<file path="config.mk">
export PLATFORM = sky130hd
export DESIGN_NAME = http_request_head_parser_core
export DESIGN_NICKNAME = d
export VERILOG_FILES = /design/src/rtl/core/hdp_pkg.sv /design/src/rtl/core/hdp_field_check.sv /design/src/rtl/core/http_request_head_parser_core.sv
export SDC_FILE = /design/constraint.sdc
export NUM_CORES = 1
export LEC_CHECK = 0
export ABC_AREA = 1
export BUFFER_PORTS_ARGS = -buffer_cell sky130_fd_sc_hd__buf_2
export CORE_MARGIN = 3
export CORE_UTILIZATION = 46
export DETAILED_ROUTE_END_ITERATION = 10
export GPL_TIMING_DRIVEN = 0
export REMOVE_ABC_BUFFERS = 1
export SLEW_MARGIN = 25
export SYNTH_ARGS = -nofsm -noshare
export SYNTH_HDL_FRONTEND = slang
export SYNTH_SLANG_ARGS = --single-unit
</file>
<file path="constraint.sdc">
create_clock -name clk -period 8.35 [get_ports clk]
set_input_delay 1.67 -clock clk [delete_from_list [all_inputs] [get_ports clk]]
set_output_delay 1.67 -clock clk [all_outputs]
set_load 0.05 [all_outputs]
</file>
<file path="src/rtl/core/hdp_pkg.sv">
// Shared types, constants and literal tables for the HTTP request head parser.
`default_nettype none

package hdp_pkg;

  // Fixed field widths.
  localparam int unsigned DataW = 8;
  localparam int unsigned LimW = 13;
  localparam int unsigned NameLimW = 9;
  localparam int unsigned MaxFieldBytes = 4096;
  localparam int unsigned FcW = $clog2(MaxFieldBytes);
  localparam int unsigned PosW = 12;
  localparam int unsigned EvW = 4;
  localparam int unsigned MethW = 3;
  localparam int unsigned CfgIdxW = 2;

  // Configuration register indexes.
  localparam logic [CfgIdxW-1:0] CfgUriLimit = 2'd0;
  localparam logic [CfgIdxW-1:0] CfgNameLimit = 2'd1;
  localparam logic [CfgIdxW-1:0] CfgValueLimit = 2'd2;

  localparam logic [LimW-1:0] UriLimitRst = 13'd256;
  localparam logic [NameLimW-1:0] NameLimitRst = 9'd64;
  localparam logic [LimW-1:0] ValueLimitRst = 13'd256;

  // Literal selections.
  localparam logic [3:0] SelConnect = 4'd0;
  localparam logic [3:0] SelGet = 4'd1;
  localparam logic [3:0] SelHead = 4'd2;
  localparam logic [3:0] SelOptions = 4'd3;
  localparam logic [3:0] SelTrace = 4'd4;
  localparam logic [3:0] SelPatch = 4'd5;
  localparam logic [3:0] SelPost = 4'd6;
  localparam logic [3:0] SelPut = 4'd7;
  localparam logic [3:0] SelVersion = 4'd8;
  localparam logic [3:0] NumLits = 4'd9;

  // Method codes.
  localparam logic [MethW-1:0] MethGet = 3'd0;
  localparam logic [MethW-1:0] MethHead = 3'd1;
  localparam logic [MethW-1:0] MethOptions = 3'd2;
  localparam logic [MethW-1:0] MethTrace = 3'd3;
  localparam logic [MethW-1:0] MethPatch = 3'd4;
  localparam logic [MethW-1:0] MethPost = 3'd5;
  localparam logic [MethW-1:0] MethPut = 3'd6;

  localparam logic [DataW-1:0] ChLf = 8'h0A;
  localparam logic [DataW-1:0] ChNul = 8'h00;
  localparam logic [DataW-1:0] ChSpace = 8'h20;
  localparam logic [DataW-1:0] ChColon = 8'h3A;

  typedef enum logic [EvW-1:0] {
    EV_CONSUMED   = 4'd0,
    EV_METHOD     = 4'd1,
    EV_URI_BYTE   = 4'd2,
    EV_URI_END    = 4'd3,
    EV_NAME_BYTE  = 4'd4,
    EV_NAME_END   = 4'd5,
    EV_VALUE_BYTE = 4'd6,
    EV_HDR_END    = 4'd7,
    EV_HDRS_DONE  = 4'd8,
    EV_ERROR      = 4'd9,
    EV_IDLE       = 4'd10
  } event_t;

  // Verdict of one byte against a delimited, bounded field.
  typedef enum logic [1:0] {
    FV_ERROR = 2'd0,
    FV_DATA  = 2'd1,
    FV_DELIM = 2'd2
  } field_verdict_t;

  function automatic logic [3:0] hdp_lit_len(input logic [3:0] sel);
    logic [3:0] len;
    begin
      unique case (sel)
        SelConnect: len = 4'd7;
        SelGet:     len = 4'd3;
        SelHead:    len = 4'd4;
        SelOptions: len = 4'd7;
        SelTrace:   len = 4'd5;
        SelPatch:   len = 4'd4;
        SelPost:    len = 4'd3;
        SelPut:     len = 4'd2;
        SelVersion: len = 4'd9;
        default:    len = 4'd0;
      endcase
      return len;
    end
  endfunction

  function automatic logic [MethW-1:0] hdp_lit_method(input logic [3:0] sel);
    logic [MethW-1:0] meth;
    begin
      unique case (sel)
        SelConnect: meth = MethGet;
        SelGet:     meth = MethGet;
        SelHead:    meth = MethHead;
        SelOptions: meth = MethOptions;
        SelTrace:   meth = MethTrace;
        SelPatch:   meth = MethPatch;
        SelPost:    meth = MethPost;
        SelPut:     meth = MethPut;
        default:    meth = MethGet;
      endcase
      return meth;
    end
  endfunction

  // Character idx of literal sel. The text sits right-aligned, so the first
  // character is the most significant one in use.
  function automatic logic [DataW-1:0] hdp_lit_char(input logic [3:0] sel,
                                                    input logic [3:0] idx);
    logic [79:0] text;
    logic [3:0] len;
    logic [6:0] shift;
    begin
      len = hdp_lit_len(sel);
      unique case (sel)
        SelConnect: text = 80'("ONNECT ");
        SelGet:     text = 80'("ET ");
        SelHead:    text = 80'("EAD ");
        SelOptions: text = 80'("PTIONS ");
        SelTrace:   text = 80'("RACE ");
        SelPatch:   text = 80'("TCH ");
        SelPost:    text = 80'("ST ");
        SelPut:     text = 80'("T ");
        SelVersion: text = 80'("HTTP/1.0\n");
        default:    text = '0;
      endcase
      shift = {3'd0, 4'(len - 4'd1 - idx)} << 3;
      return (idx < len) ? DataW'(text >> shift) : ChNul;
    end
  endfunction

  function automatic logic [LimW-1:0] hdp_clamp(input logic [LimW-1:0] v);
    return (v > LimW'(MaxFieldBytes)) ? LimW'(MaxFieldBytes) : v;
  endfunction

endpackage

`default_nettype wire

</file>
<file path="src/rtl/core/hdp_field_check.sv">
// Classifies one byte of a bounded field: data byte, delimiter or error.
`default_nettype none

module hdp_field_check (
  input  wire logic [hdp_pkg::FcW-1:0]   count,
  input  wire logic [hdp_pkg::LimW-1:0]  limit,
  input  wire logic [hdp_pkg::DataW-1:0] delim,
  input  wire logic [hdp_pkg::DataW-1:0] data,
  output hdp_pkg::field_verdict_t        verdict
);
  import hdp_pkg::*;

  logic [LimW-1:0] count_ext;
  logic [LimW-1:0] count_inc;

  assign count_ext = LimW'(count);
  assign count_inc = count_ext + LimW'(1);

  // A data byte must leave room for the delimiter within the limit.
  always_comb begin
    priority if (count_ext >= limit) begin
      verdict = FV_ERROR;
    end else if (data == delim) begin
      verdict = FV_DELIM;
    end else if (data == ChLf || data == ChNul) begin
      verdict = FV_ERROR;
    end else if (count_inc >= limit) begin
      verdict = FV_ERROR;
    end else begin
      verdict = FV_DATA;
    end
  end

endmodule

`default_nettype wire

</file>
<file path="src/rtl/core/http_request_head_parser_core.sv">
// HTTP/1.0 request head parser: one byte in, one event word out.
//
// Input channel: in_valid / in_stall carry one stream byte per word together
// with in_restart, which returns the parser to the start of a request before
// that byte is handled. Result channel: out_valid / out_stall carry one event
// word per input word (event code, data byte, field offset, held method).
// Configuration: cfg_wr_en writes cfg_wr_data into the limit named by
// cfg_index (0 URI, 1 header name, 2 header value); other indexes are dropped.
// The event for a byte is in the output register on the clock after that byte is
// taken. Throughput is one byte per cycle while in_stall stays low; the parse
// state and the event are both computed combinationally between the input
// ports and the output register.
// in_stall is raised only while the output register holds a word and the
// receiver stalls; a word is taken in the same cycle that the held one drains.
// Reset (rst_n low, synchronous) empties the output register, returns the
// parser to the method letter and loads the default limits 256, 64 and 256.
// There is no clearing pass after reset.
`default_nettype none

module http_request_head_parser_core (
  input  wire logic                             clk,
  input  wire logic                             rst_n,
  input  wire logic                             in_valid,
  output      logic                             in_stall,
  input  wire logic [hdp_pkg::DataW-1:0]        in_data_byte,
  input  wire logic                             in_restart,
  output      logic                             out_valid,
  input  wire logic                             out_stall,
  output      logic [hdp_pkg::EvW-1:0]          out_event_res,
  output      logic [hdp_pkg::DataW-1:0]        out_out_byte,
  output      logic [hdp_pkg::PosW-1:0]         out_position,
  output      logic [hdp_pkg::MethW-1:0]        out_method_code,
  input  wire logic                             cfg_wr_en,
  input  wire logic [hdp_pkg::CfgIdxW-1:0]      cfg_index,
  input  wire logic [hdp_pkg::LimW-1:0]         cfg_wr_data
);
  import hdp_pkg::*;

  typedef enum logic [3:0] {
    PH_M0     = 4'd0,
    PH_M1     = 4'd1,
    PH_LIT    = 4'd2,
    PH_URI    = 4'd3,
    PH_HSTART = 4'd4,
    PH_NAME   = 4'd5,
    PH_VALUE  = 4'd6,
    PH_DONE   = 4'd7,
    PH_ERR    = 4'd8
  } phase_t;

  phase_t            phase_r, phase_nxt, cur_phase;
  logic [3:0]        sel_r, sel_nxt, cur_sel;
  logic [3:0]        idx_r, idx_nxt, cur_idx;
  logic [FcW-1:0]    fc_r, fc_nxt, cur_fc;
  logic [MethW-1:0]  meth_r, meth_nxt, cur_meth;

  logic [LimW-1:0]     uri_limit_r;
  logic [NameLimW-1:0] name_limit_r;
  logic [LimW-1:0]     value_limit_r;

  logic              out_valid_r;
  event_t            ev_r, ev_nxt;
  logic [DataW-1:0]  ob_r, ob_nxt;
  logic [PosW-1:0]   pos_r, pos_nxt;
  logic [MethW-1:0]  meth_out_r;

  logic              accept;
  logic [DataW-1:0]  c;
  logic [3:0]        lit_len;
  logic [DataW-1:0]  lit_ch;
  logic              lit_bad;
  logic [LimW-1:0]   name_clamped;
  logic [LimW-1:0]   chk_limit;
  logic [DataW-1:0]  chk_delim;
  field_verdict_t    verdict;
  logic [LimW-1:0]   fc_inc;

  assign in_stall = out_valid_r & out_stall;
  assign accept = in_valid & ~in_stall;
  assign c = in_data_byte;

  // Restart applies before the byte is handled.
  assign cur_phase = in_restart ? PH_M0 : phase_r;
  assign cur_sel = in_restart ? '0 : sel_r;
  assign cur_idx = in_restart ? '0 : idx_r;
  assign cur_fc = in_restart ? '0 : fc_r;
  assign cur_meth = in_restart ? '0 : meth_r;

  assign lit_len = hdp_lit_len(cur_sel);
  assign lit_ch = hdp_lit_char(cur_sel, cur_idx);
  assign lit_bad = (cur_sel >= NumLits) || (cur_idx >= lit_len) || (lit_ch != c);

  // The name limit counts the first byte, which is taken in the line start.
  assign name_clamped = hdp_clamp(LimW'(name_limit_r));

  always_comb begin
    unique case (cur_phase)
      PH_URI: begin
        chk_limit = hdp_clamp(uri_limit_r);
        chk_delim = ChSpace;
      end
      PH_NAME: begin
        chk_limit = (name_clamped != '0) ? name_clamped - LimW'(1) : '0;
        chk_delim = ChColon;
      end
      default: begin
        chk_limit = hdp_clamp(value_limit_r);
        chk_delim = ChLf;
      end
    endcase
  end

  hdp_field_check u_field_check (
    .count   (cur_fc),
    .limit   (chk_limit),
    .delim   (chk_delim),
    .data    (c),
    .verdict (verdict)
  );

  assign fc_inc = LimW'(cur_fc) + LimW'(1);

  always_comb begin
    phase_nxt = cur_phase;
    sel_nxt = cur_sel;
    idx_nxt = cur_idx;
    fc_nxt = cur_fc;
    meth_nxt = cur_meth;
    ev_nxt = EV_CONSUMED;
    ob_nxt = '0;
    pos_nxt = '0;
    unique case (cur_phase)
      PH_M0: begin
        priority if (c == "C") begin
          sel_nxt = SelConnect;
        end else if (c == "G") begin
          sel_nxt = SelGet;
        end else if (c == "H") begin
          sel_nxt = SelHead;
        end else if (c == "O") begin
          sel_nxt = SelOptions;
        end else if (c == "T") begin
          sel_nxt = SelTrace;
        end else begin
          sel_nxt = cur_sel;
        end
        if (c == "C" || c == "G" || c == "H" || c == "O" || c == "T") begin
          idx_nxt = '0;
          meth_nxt = hdp_lit_method(sel_nxt);
          phase_nxt = PH_LIT;
        end else if (c == "P") begin
          phase_nxt = PH_M1;
        end else begin
          phase_nxt = PH_ERR;
          ev_nxt = EV_ERROR;
        end
      end
      PH_M1: begin
        priority if (c == "A") begin
          sel_nxt = SelPatch;
        end else if (c == "O") begin
          sel_nxt = SelPost;
        end else if (c == "U") begin
          sel_nxt = SelPut;
        end else begin
          sel_nxt = cur_sel;
        end
        if (c == "A" || c == "O" || c == "U") begin
          idx_nxt = '0;
          meth_nxt = hdp_lit_method(sel_nxt);
          phase_nxt = PH_LIT;
        end else begin
          phase_nxt = PH_ERR;
          ev_nxt = EV_ERROR;
        end
      end
      PH_LIT: begin
        priority if (lit_bad) begin
          phase_nxt = PH_ERR;
          ev_nxt = EV_ERROR;
        end else if (cur_idx + 4'd1 == lit_len) begin
          fc_nxt = '0;
          if (cur_sel == SelVersion) begin
            phase_nxt = PH_HSTART;
          end else begin
            phase_nxt = PH_URI;
            ev_nxt = EV_METHOD;
          end
        end else begin
          idx_nxt = cur_idx + 4'd1;
        end
      end
      PH_URI: begin
        unique case (verdict)
          FV_DELIM: begin
            ev_nxt = EV_URI_END;
            pos_nxt = PosW'(cur_fc);
            sel_nxt = SelVersion;
            idx_nxt = '0;
            phase_nxt = PH_LIT;
          end
          FV_DATA: begin
            ev_nxt = EV_URI_BYTE;
            ob_nxt = c;
            pos_nxt = PosW'(cur_fc);
            fc_nxt = FcW'(fc_inc);
          end
          default: begin
            phase_nxt = PH_ERR;
            ev_nxt = EV_ERROR;
          end
        endcase
      end
      PH_HSTART: begin
        if (c == ChLf) begin
          ev_nxt = EV_HDRS_DONE;
          phase_nxt = PH_DONE;
        end else begin
          ev_nxt = EV_NAME_BYTE;
          ob_nxt = c;
          fc_nxt = '0;
          phase_nxt = PH_NAME;
        end
      end
      PH_NAME: begin
        unique case (verdict)
          FV_DELIM: begin
            ev_nxt = EV_NAME_END;
            pos_nxt = PosW'(fc_inc);
            fc_nxt = '0;
            phase_nxt = PH_VALUE;
          end
          FV_DATA: begin
            ev_nxt = EV_NAME_BYTE;
            ob_nxt = c;
            pos_nxt = PosW'(fc_inc);
            fc_nxt = FcW'(fc_inc);
          end
          default: begin
            phase_nxt = PH_ERR;
            ev_nxt = EV_ERROR;
          end
        endcase
      end
      PH_VALUE: begin
        unique case (verdict)
          FV_DELIM: begin
            ev_nxt = EV_HDR_END;
            pos_nxt = PosW'(cur_fc);
            fc_nxt = '0;
            phase_nxt = PH_HSTART;
          end
          FV_DATA: begin
            ev_nxt = EV_VALUE_BYTE;
            ob_nxt = c;
            pos_nxt = PosW'(cur_fc);
            fc_nxt = FcW'(fc_inc);
          end
          default: begin
            phase_nxt = PH_ERR;
            ev_nxt = EV_ERROR;
          end
        endcase
      end
      PH_DONE: begin
        ev_nxt = EV_IDLE;
      end
      default: begin
        phase_nxt = PH_ERR;
        ev_nxt = EV_ERROR;
      end
    endcase
  end

  always_ff @(posedge clk) begin
    if (!rst_n) begin
      phase_r <= PH_M0;
      sel_r <= '0;
      idx_r <= '0;
      fc_r <= '0;
      meth_r <= '0;
      out_valid_r <= 1'b0;
      uri_limit_r <= UriLimitRst;
      name_limit_r <= NameLimitRst;
      value_limit_r <= ValueLimitRst;
    end else begin
      if (accept) begin
        phase_r <= phase_nxt;
        sel_r <= sel_nxt;
        idx_r <= idx_nxt;
        fc_r <= fc_nxt;
        meth_r <= meth_nxt;
        out_valid_r <= 1'b1;
      end else if (!out_stall) begin
        out_valid_r <= 1'b0;
      end
      if (cfg_wr_en) begin
        unique case (cfg_index)
          CfgUriLimit:   uri_limit_r <= cfg_wr_data;
          CfgNameLimit:  name_limit_r <= NameLimW'(cfg_wr_data);
          CfgValueLimit: value_limit_r <= cfg_wr_data;
          default: begin
          end
        endcase
      end
    end
    if (accept) begin
      ev_r <= ev_nxt;
      ob_r <= ob_nxt;
      pos_r <= pos_nxt;
      meth_out_r <= meth_nxt;
    end
  end

  assign out_valid = out_valid_r;
  assign out_event_res = ev_r;
  assign out_out_byte = ob_r;
  assign out_position = pos_r;
  assign out_method_code = meth_out_r;

endmodule

`default_nettype wire

</file>
==> flow_summary.toml, run 1 <==
[cells_and_area]
area_growth_pct = 9.78
fin_cells = 1372
insertedDiodeCount = 0
seqCellArea_um2 = 2070
multi_input_area_um2 = 4520
drive_gt1_share_pct = 12.0
nets = 1234
fillers = 1617
layout_commonest_cell = "nand2_1"
final_cell_mix = "nand2_1 (233), inv_1 (148), nor2_1 (128), nand3_1 (78), a21oi_1 (77)"

[clock_tree]
hold_buffers = 0
cts-root-buf = "clkbuf_16"
clkTransAtPathRegs_ps = 60
post_cts.repair.setup_buffers = 0
clk_latency_ps = 350
clock_path_buffers = 2
htreeDepth = 3
cts_tree = "yes"
ctsResizeCount = 0
cts.sinks = 90
cts_buffers = 9

[floorplanning]
ioPinCount = 58
core_um2 = 15500
rows = 45
start_util_pct = 47.8
die_y_um = 133
fp.dieW_um = 133
dieArea_um2 = 17600

[place]
dp_slack_ps = 896
portBuffers = 57
post-dp-hpwl_um = 16500
place_congestion = 0.918
dp.cells = 1356

[global_route]
track_usage_pct = 24.7
grt_max_degree = 41
antenna_found_initial = 0
grt_pass1_vias = 6637
grt-ovfl-total = 0
grt_pass1_wl_um = 35400

[detailed_routing]
drc = 0
ant_nets = 0
vias = 7424
dr.first_iter.drc_count = 723
avgViaCountPerCell = 5.41
post_drt_wl_per_cell_um = 15.7
dr.pass1.iters = 5
routed_wl_um = 21600

[sta]
rsz0062_at_grt = "false"
hold_slack_ps = 467
skew_ps = 9.64
setup_ws_ps = 1090
setup_violations = 0
worstMarginPinSlew_ps = 967
fin_setup_tns_ps = 0
fmax_mhz = 138
fin_crit_sh_pct = 87.0
hold_violations = 0
period_needed_ps = 7260
slew_violations = 0
slew_headroom_pct = 35.1

[critical_path]
startpoint_type = "primary input"
timing.rr.end = "phase_r[1]"
r2r-start = "phase_r[0]"
path_common_cell = "nand2_1"
worstPathMaxFanout = 19
slowest_stage = "a221oi_1"
worst_setup_path_end_kind = "flip-flop"
required_ps = 8600
max_stage_delay_ps = 630
reg2regPathDepth = 30
critPathKind = "in -> reg"
r2r_slack_ps = 2520
critPathArrivalTime_ps = 7510

[logic_synthesis]
synth_area_um2 = 7400
syn_inst = 1117
synth_edf_count = 27
synth_ff_type = "dfxtp_1"
synth-seq-cells = 90
seq_area_frac_synth_pct = 28.0
yosysWarnings = 0
synthArstFlopShare_pct = 0
synth_cell_types = 53
avgSynthCellArea_um2 = 6.62

[worst_hold_path]
holdCritPathClass = "reg -> reg"
min_to = "fc_r[9]"
min-delay-start = "fc_r[9]"
min_path_cells = 2

[pwr]
p_leak_nw = 3.78
peakVddDrop_mv = 0.131
total_power_mw = 1.18
p_per_area_nw_per_um2 = 145

[job]
maxCapViolations = 0

[status]
outcome = "finished clean"
[report_power, final]
group	internal (mW)	leakage (nW)	switching (mW)	total, mW
Combinational	0.0972	2.86	0.227	0.324
Clock	0.203	0.130	0.168	0.372
Sequential	0.470	0.785	0.0118	0.482
[sequential cells by signal, summed over array words and instances (netlist names), 3 cells and up]
signal	flops
out_method_code	3
sel_r	4
uri_limit_r	13
fc_r	12
out_position	12
phase_r	4
out_out_byte	8
idx_r	4
value_limit_r	13
meth_r	3
name_limit_r	9
out_event_res	4
[synth_stat cells, types with 4 or more instances]
cell type / number / area, um^2
nand4_1: 13 / 81.3
xnor2_1: 4 / 35.0
o21ai_0: 75 / 375
dfxtp_1: 63 / 1260
a21oi_1: 77 / 385
a211oi_1: 5 / 37.5
a31oi_1: 4 / 25.0
nor2_1: 129 / 484
nor4_1: 8 / 50.1
buf_6: 5 / 56.3
edfxtp_1: 27 / 811
nor2_2: 9 / 56.3
ha_1: 48 / 601
inv_2: 20 / 75.1
o211ai_1: 12 / 90.1
nand2_1: 233 / 875
nand3_2: 4 / 40.0
o2111ai_1: 4 / 35.0
nor3_1: 20 / 100
xor2_1: 13 / 114
clkbuf_1: 20 / 75.1
nor2_4: 5 / 56.3
o22ai_1: 14 / 87.6
nand2_2: 8 / 50.1
a221oi_1: 9 / 78.8
buf_2: 4 / 20.0
inv_1: 150 / 563
o21ai_1: 12 / 60.1
nand3_1: 78 / 390
a22oi_1: 6 / 45.0
[layer usage]
layer  vias to the layer above  GRT usage [%]  wire, um  part of all wire, %
met5                         -              0         0                    0
met4                         0           5.08       201                 0.93
met3                        15           4.75      1620                  7.5
met2                       252           35.0      8970                   42
met1                      3358           38.6     10800                   50
li1                       3799              -         -                    -
[worst max-delay path: cells and delay by family]
| family | cells | cell delay, ps |
|---|---|---|
| compound gates | 7 | 1560 |
| fa+ha+maj | 2 | 900 |
| simple gates | 18 | 2270 |
| buf+inv | 5 | 1100 |
[through the flow]
| stage | util (%) | cell area [um^2] |
|---|---|---|
| 6_report | 52.4 | 8120 |
| 5_1_grt | 52.4 | 8120 |
| 4_1_cts | 52.4 | 8110 |
| 3_5_place_dp | 50.7 | 7850 |
| 3_3_place_gp | 50.3 | 7790 |
| 2_1_floorplan | - | 7240 |
[logic make-up after synthesis]
logic type	count (synthesis)	share of synthesized area (%)
flip-flops	90	28.0
AND/OR/NAND/NOR	520	31.7
XOR/XNOR	18	2.39
AO/OA/AOI/OAI	235	18.5
buffers and inverters	205	11.0
adder cells (fa/ha/maj)	49	8.39
[how the worst max path moves through the flow]
stage          startpoint    endpoint  slack, ps  depth (start not counted)
2_1_floorplan  in_restart  phase_r[1]       2680                         31
3_3_place_gp   in_restart  phase_r[1]        730                         32
3_5_place_dp   in_restart  phase_r[1]        900                         32
4_1_cts        in_restart  phase_r[1]       1240                         32
5_1_grt        in_restart  phase_r[1]        600                         32
6_report       in_restart  phase_r[1]       1090                         32
[cell type report]
class                      instances  share of cell area [%]
tap                              211                    3.25
clock buffer                      12                    2.93
sequential                        90                    25.5
timing repair buffer              59                    4.19
clock inverter                     4                   0.339
inverter                         174                    8.08
multi-input combinational        822                    55.7
Power figures use the tool's default switching activity.
==> inputs of run 2 (changes only) <==
Settings changed: CORE_UTILIZATION 46 to 55, PLACE_DENSITY from default to 0.74.
==> flow_summary.toml, run 2 (synthesized netlist as in run 1, its figures left out) <==
[critical_path]
reg2regPathDepth = 30
r2r_slack_ps = 2700
r2r-start = "phase_r[0]"
worstPathMaxFanout = 19
critPathCapture = "phase_r[1]"
critPathArrivalTime_ps = 7250
max_stage_delay_ps = 580
path_common_cell = "nand2_1"
crit_start = "in_restart"
required_ps = 8620
slowest_stage = "a221oi_1"
startpoint_type = "primary input"
critPathKind = "in -> reg"
timing.rr.end = "phase_r[1]"
worst_setup_path_end_kind = "flip-flop"

[floorplanning]
fp.dieW_um = 122
die_y_um = 122
ioPinCount = 58
start_util_pct = 57.4
dieArea_um2 = 14900
core_um2 = 12900
rows = 41

[sta]
fin_setup_tns_ps = 0
fin_crit_sh_pct = 83.6
fmax_mhz = 143
skew_ps = 10.0
period_needed_ps = 6980
slew_violations = 0
slew_headroom_pct = 39.0
setup_violations = 0
hold_slack_ps = 466
hold_violations = 0
worstMarginPinSlew_ps = 913
rsz0062_at_grt = "false"

[cells_and_area]
multi_input_area_um2 = 4520
seqCellArea_um2 = 2070
fillers = 1285
reg_top3 = "uri_limit_r (13), value_limit_r (13)"
nets = 1234
area_growth_pct = 9.85
final_cell_mix = "nand2_1 (233), inv_1 (149), nor2_1 (128), nand3_1 (78), a21oi_1 (77)"
insertedDiodeCount = 0
layout_commonest_cell = "nand2_1"
drive_gt1_share_pct = 12.1

[pwr]
seqPwrFrac_pct = 39.0
swShare_pct = 33.5
p_clk_share_pct = 34.8
combPwrFrac_pct = 26.2
p_sw_uw = 414
p_int_uw = 822
peakVddDrop_mv = 0.128
total_power_mw = 1.24
p_leak_nw = 3.81
p_per_area_nw_per_um2 = 152

[global_route]
grt_max_degree = 41
grt_pass1_wl_um = 34100
track_usage_pct = 28.7
grt-ovfl-total = 0
grt_pass1_vias = 6816
antenna_found_initial = 0

[clock_tree]
htreeDepth = 3
cts_buffers = 9
clock_path_buffers = 2
clk_latency_ps = 360
ctsResizeCount = 0
hold_buffers = 0
cts-root-buf = "clkbuf_16"
post_cts.repair.setup_buffers = 0
cts.sinks = 90
clkTransAtPathRegs_ps = 70
cts_tree = "yes"

[worst_hold_path]
holdCritPathClass = "reg -> reg"

[detailed_routing]
vias = 7569
routed_wl_um = 20700
drc = 0
post_drt_wl_per_cell_um = 15.5
avgViaCountPerCell = 5.68
ant_nets = 0
dr.first_iter.drc_count = 905
dr.pass1.iters = 5

[place]
post-dp-hpwl_um = 15700
portBuffers = 57
place_congestion = 0.961

[status]
outcome = "finished clean"

[job]
maxCapViolations = 0
run 2: changes by cell type in the layout (fill, tap and decap cells not counted), sizes merged:
cell,previous run,this run
clkbuf,12,13
inv,171,173
clkinv,6,4
clkinvlp,1,0
run 2: worst min path at each step:
stage	start	slack, ps	depth (start not counted)	to
detailed placement	fc_r[9]	460	2	fc_r[9]
CTS	fc_r[9]	470	2	fc_r[9]
floorplan	value_limit_r[4]	440	2	value_limit_r[4]
global route	fc_r[9]	480	2	fc_r[9]
finish	fc_r[9]	470	2	fc_r[9]
global placement	fc_r[1]	450	2	fc_r[1]
run 2: per-layer routing:
layer / wire [um] / global-route usage, % / share of wire (%) / vias up
met5: 0 / 0 / 0 / -
met4: 216 / 7.28 / 1.0 / 0
met3: 1870 / 5.43 / 9.0 / 20
met2: 8720 / 42.5 / 42 / 301
met1: 9870 / 43.0 / 48 / 3446
li1: - / - / - / 3802
run 2: cell type report:
class	instances	area share (%)
Inverter	174	8.07
Multi-Input combinational cell	822	55.7
Clock buffer	13	3.73
Timing Repair Buffer	59	4.10
Clock inverter	3	0.293
Sequential cell	90	25.5
Tap cell	172	2.65
run 2: power by group through the flow:
stage	combinational, mW	sequential, mW	clock [mW]
2_1_floorplan	0.209	0.513	0
3_3_place_gp	0.313	0.491	0
3_5_place_dp	0.316	0.491	0
4_1_cts	0.318	0.482	0.434
5_1_grt	0.360	0.484	0.452
6_report	0.324	0.482	0.430
run 2: stage by stage:
stage | setup WS, ps | instance area, um^2 | cells | util (%)
final | 1370 | 8120 | 1333 | 63.1
after global routing | 879 | 8120 | 1333 | 63.1
after CTS | 1490 | 8120 | 1333 | 63.1
after detailed placement | 1160 | 7790 | 1317 | 60.5
after global placement | 1000 | 7740 | 1315 | 60.1
after floorplan | 2680 | 7240 | 1086 | -
run 2: worst max-delay path, delay by kind of cell:
family                     cells  cell delay [ps]
and+or+nand+nor               18             2200
AOI/OAI and AO/OA              7             1500
buffers and inverters          5              990
adders and majority gates      2              860
==> inputs of run 3 (changes only) <==
Settings changed: ABC_AREA 1 to 0, PLACE_DENSITY 0.74 to 0.77.
Clock period 8.35 ns to 6.1 ns, I/O delays scaled along.
==> flow_summary.toml, run 3 <==
[status]
outcome = "finished clean"

[floorplanning]
ioPinCount = 58
rows = 41
start_util_pct = 57.3
die_y_um = 122
dieArea_um2 = 14800
core_um2 = 12800
fp.dieW_um = 122

[logic_synthesis]
yosysMostFrequentCell = "nand2_1"
syn_inst = 933
synth-seq-cells = 90
avgSynthCellArea_um2 = 7.88
synth_cell_types = 93
ys_top_cells_by_count = "nand2_1 (142), dfxtp_1 (63), a21oi_1 (51), nor2_1 (51), inv_1 (50)"
yosysWarnings = 0
synthArstFlopShare_pct = 0
synth_area_um2 = 7350
yosysTopAreaCell = "dfxtp_1"
synth_top_area_share_pct = 17.2
seq_area_frac_synth_pct = 28.2
synth_edf_count = 27
synth.area.top_cells = "dfxtp_1 (17%), edfxtp_1 (11%), ha_1 (8.2%)"
synth_ff_type = "dfxtp_1"

[cells_and_area]
reg_top3 = "uri_limit_r (13), value_limit_r (13)"
layout_commonest_cell = "nand2_1"
drive_gt1_share_pct = 15.4
insertedDiodeCount = 0
final_cell_mix = "nand2_1 (138), dfxtp_1 (63), buf_2 (55), nor2_1 (50), a21oi_1 (50)"
area_growth_pct = 12.6
fin_cells = 1141
nets = 1042

[detailed_routing]
routed_wl_um = 20700
dr.max_layer_used = "met4"
wl_met2_um = 9100
dr.first_iter.drc_count = 804
ant_nets = 0
avgViaCountPerCell = 6.45
drt-met1-wl_um = 9380
drc = 0
post_drt_wl_per_cell_um = 18.1
wl_met3_um = 1730
vias = 7358
dr.pass1.iters = 7

[place]
portBuffers = 57
place_congestion = 0.930
post-dp-hpwl_um = 14100
dp.cells = 1109

[pwr]
p_per_area_nw_per_um2 = 192
peakVddDrop_mv = 0.119
total_power_mw = 1.59
p_leak_nw = 3.31

[worst_hold_path]
holdCritPathClass = "reg -> reg"

[critical_path]
critPathArrivalTime_ps = 5970
critPathKind = "in -> reg"
worst_setup_path_end_kind = "flip-flop"
startpoint_type = "primary input"
required_ps = 6180
worstPathMaxFanout = 49

[clock_tree]
cts_tree = "yes"
cts-root-buf = "clkbuf_16"
clk_latency_ps = 370
clkTransAtPathRegs_ps = 70
hold_buffers = 0
clock_path_buffers = 2
cts.sinks = 90
cts_buffers = 9
htreeDepth = 3

[sta]
fin_setup_tns_ps = 0
fmax_mhz = 170
hold_violations = 0
period_needed_ps = 5890
fin_crit_sh_pct = 96.6
setup_violations = 0
slew_violations = 0
skew_ps = 14.7
worstMarginPinSlew_ps = 878
slew_headroom_pct = 41.4
rsz0062_at_grt = "true"

[job]
maxCapViolations = 0

[global_route]
grt_max_degree = 68
antenna_found_initial = 0
grt_pass1_wl_um = 32500
grt_pass1_vias = 6235
grt-ovfl-total = 0
track_usage_pct = 27.4
run 3: cell count changes in the layout (fill, tap and decap cells not counted), moves of 12 or more:
cell,delta
buf_4,+18
nand2b_1,+12
mux2i_1,+17
a21boi_0,+25
inv_1,-100
o21ai_0,-36
nand3_1,-47
inv_2,-19
nor2_1,-78
a21oi_1,-27
nor2b_1,+25
nand2_1,-95
run 3: layout make-up:
type | instances | area [um^2]
multi-input combinational | 736 | 5010
fill | 1117 | 4550
sequential | 90 | 2070
timing repair buffer | 75 | 450
clock buffer | 9 | 225
tap | 172 | 215
inverter | 52 | 208
clock inverter | 7 | 92.6
run 3: worst max-delay path, stage by stage:
cell	delay (ps)
buf_12	220
clkinv_8	180
nand2_1	260
ha_2	330
and4bb_4	400
a211o_1	190
ha_1	190
inv_1	70
fa_2	670
nor2b_2	300
and2_1	200
a211oi_1	90
a311o_1	370
a2111oi_2	370
a211o_2	240
nand3_1	210
o21ai_0	250
o211ai_1	150
run 3: per-stage QoR:
stage / setup slack, ps / hold WS, ps / cell area (um^2) / util (%)
2_1_floorplan: -86.9 / 445 / 7100 / -
3_3_place_gp: -2080 / 461 / 7600 / 59.2
3_5_place_dp: -2030 / 477 / 7640 / 59.6
4_1_cts: 8.85 / 487 / 8110 / 63.2
5_1_grt: -41.7 / 506 / 8270 / 64.5
6_report: 209 / 485 / 8270 / 64.5
run 3: routing by layer:
layer	vias to the layer above	global-route usage [%]
met1	3439	40.7
met3	38	3.95
li1	3485	-
met2	396	40.0
met4	0	10.5
met5	-	0
run 3: repair_timing:
action / CTS / global route
setup endpoints to repair: 48 / 39
setup buffers: 5 / 11
resized for setup: 33 / 20
pin swaps: 6 / 12
run 3: path summary, 6_finish.rpt:
check,startpoint,slack [ps],cells after the start,to
hold / removal,uri_limit_r[8],480,2,uri_limit_r[8]
setup / recovery,in_restart,210,18,out_event_res[0]
setup reg to reg,phase_r[0],380,26,fc_r[1]
hold reg to reg,uri_limit_r[8],480,2,uri_limit_r[8]
run 3: cells by family (layout without fill, tap and decap cells):
| group | Yosys count | in the layout | share of synthesized area, % |
|---|---|---|---|
| and+or+nand+nor | 379 | 379 | 26.2 |
| AOI/OAI and AO/OA | 260 | 260 | 25.0 |
| buffers and inverters | 107 | 143 | 6.06 |
| DFF | 90 | 90 | 28.2 |
| adders and majority gates | 51 | 51 | 8.72 |
| xor gates and xnor gates | 27 | 27 | 3.22 |
| muxes | 19 | 19 | 2.62 |
run 3: report_power, final:
group          internal (mW)  total [mW]  switching, mW
Combinational          0.117       0.324          0.208
Sequential             0.636       0.654         0.0178
Clock                  0.330       0.607          0.276
Total                   1.08        1.59          0.502
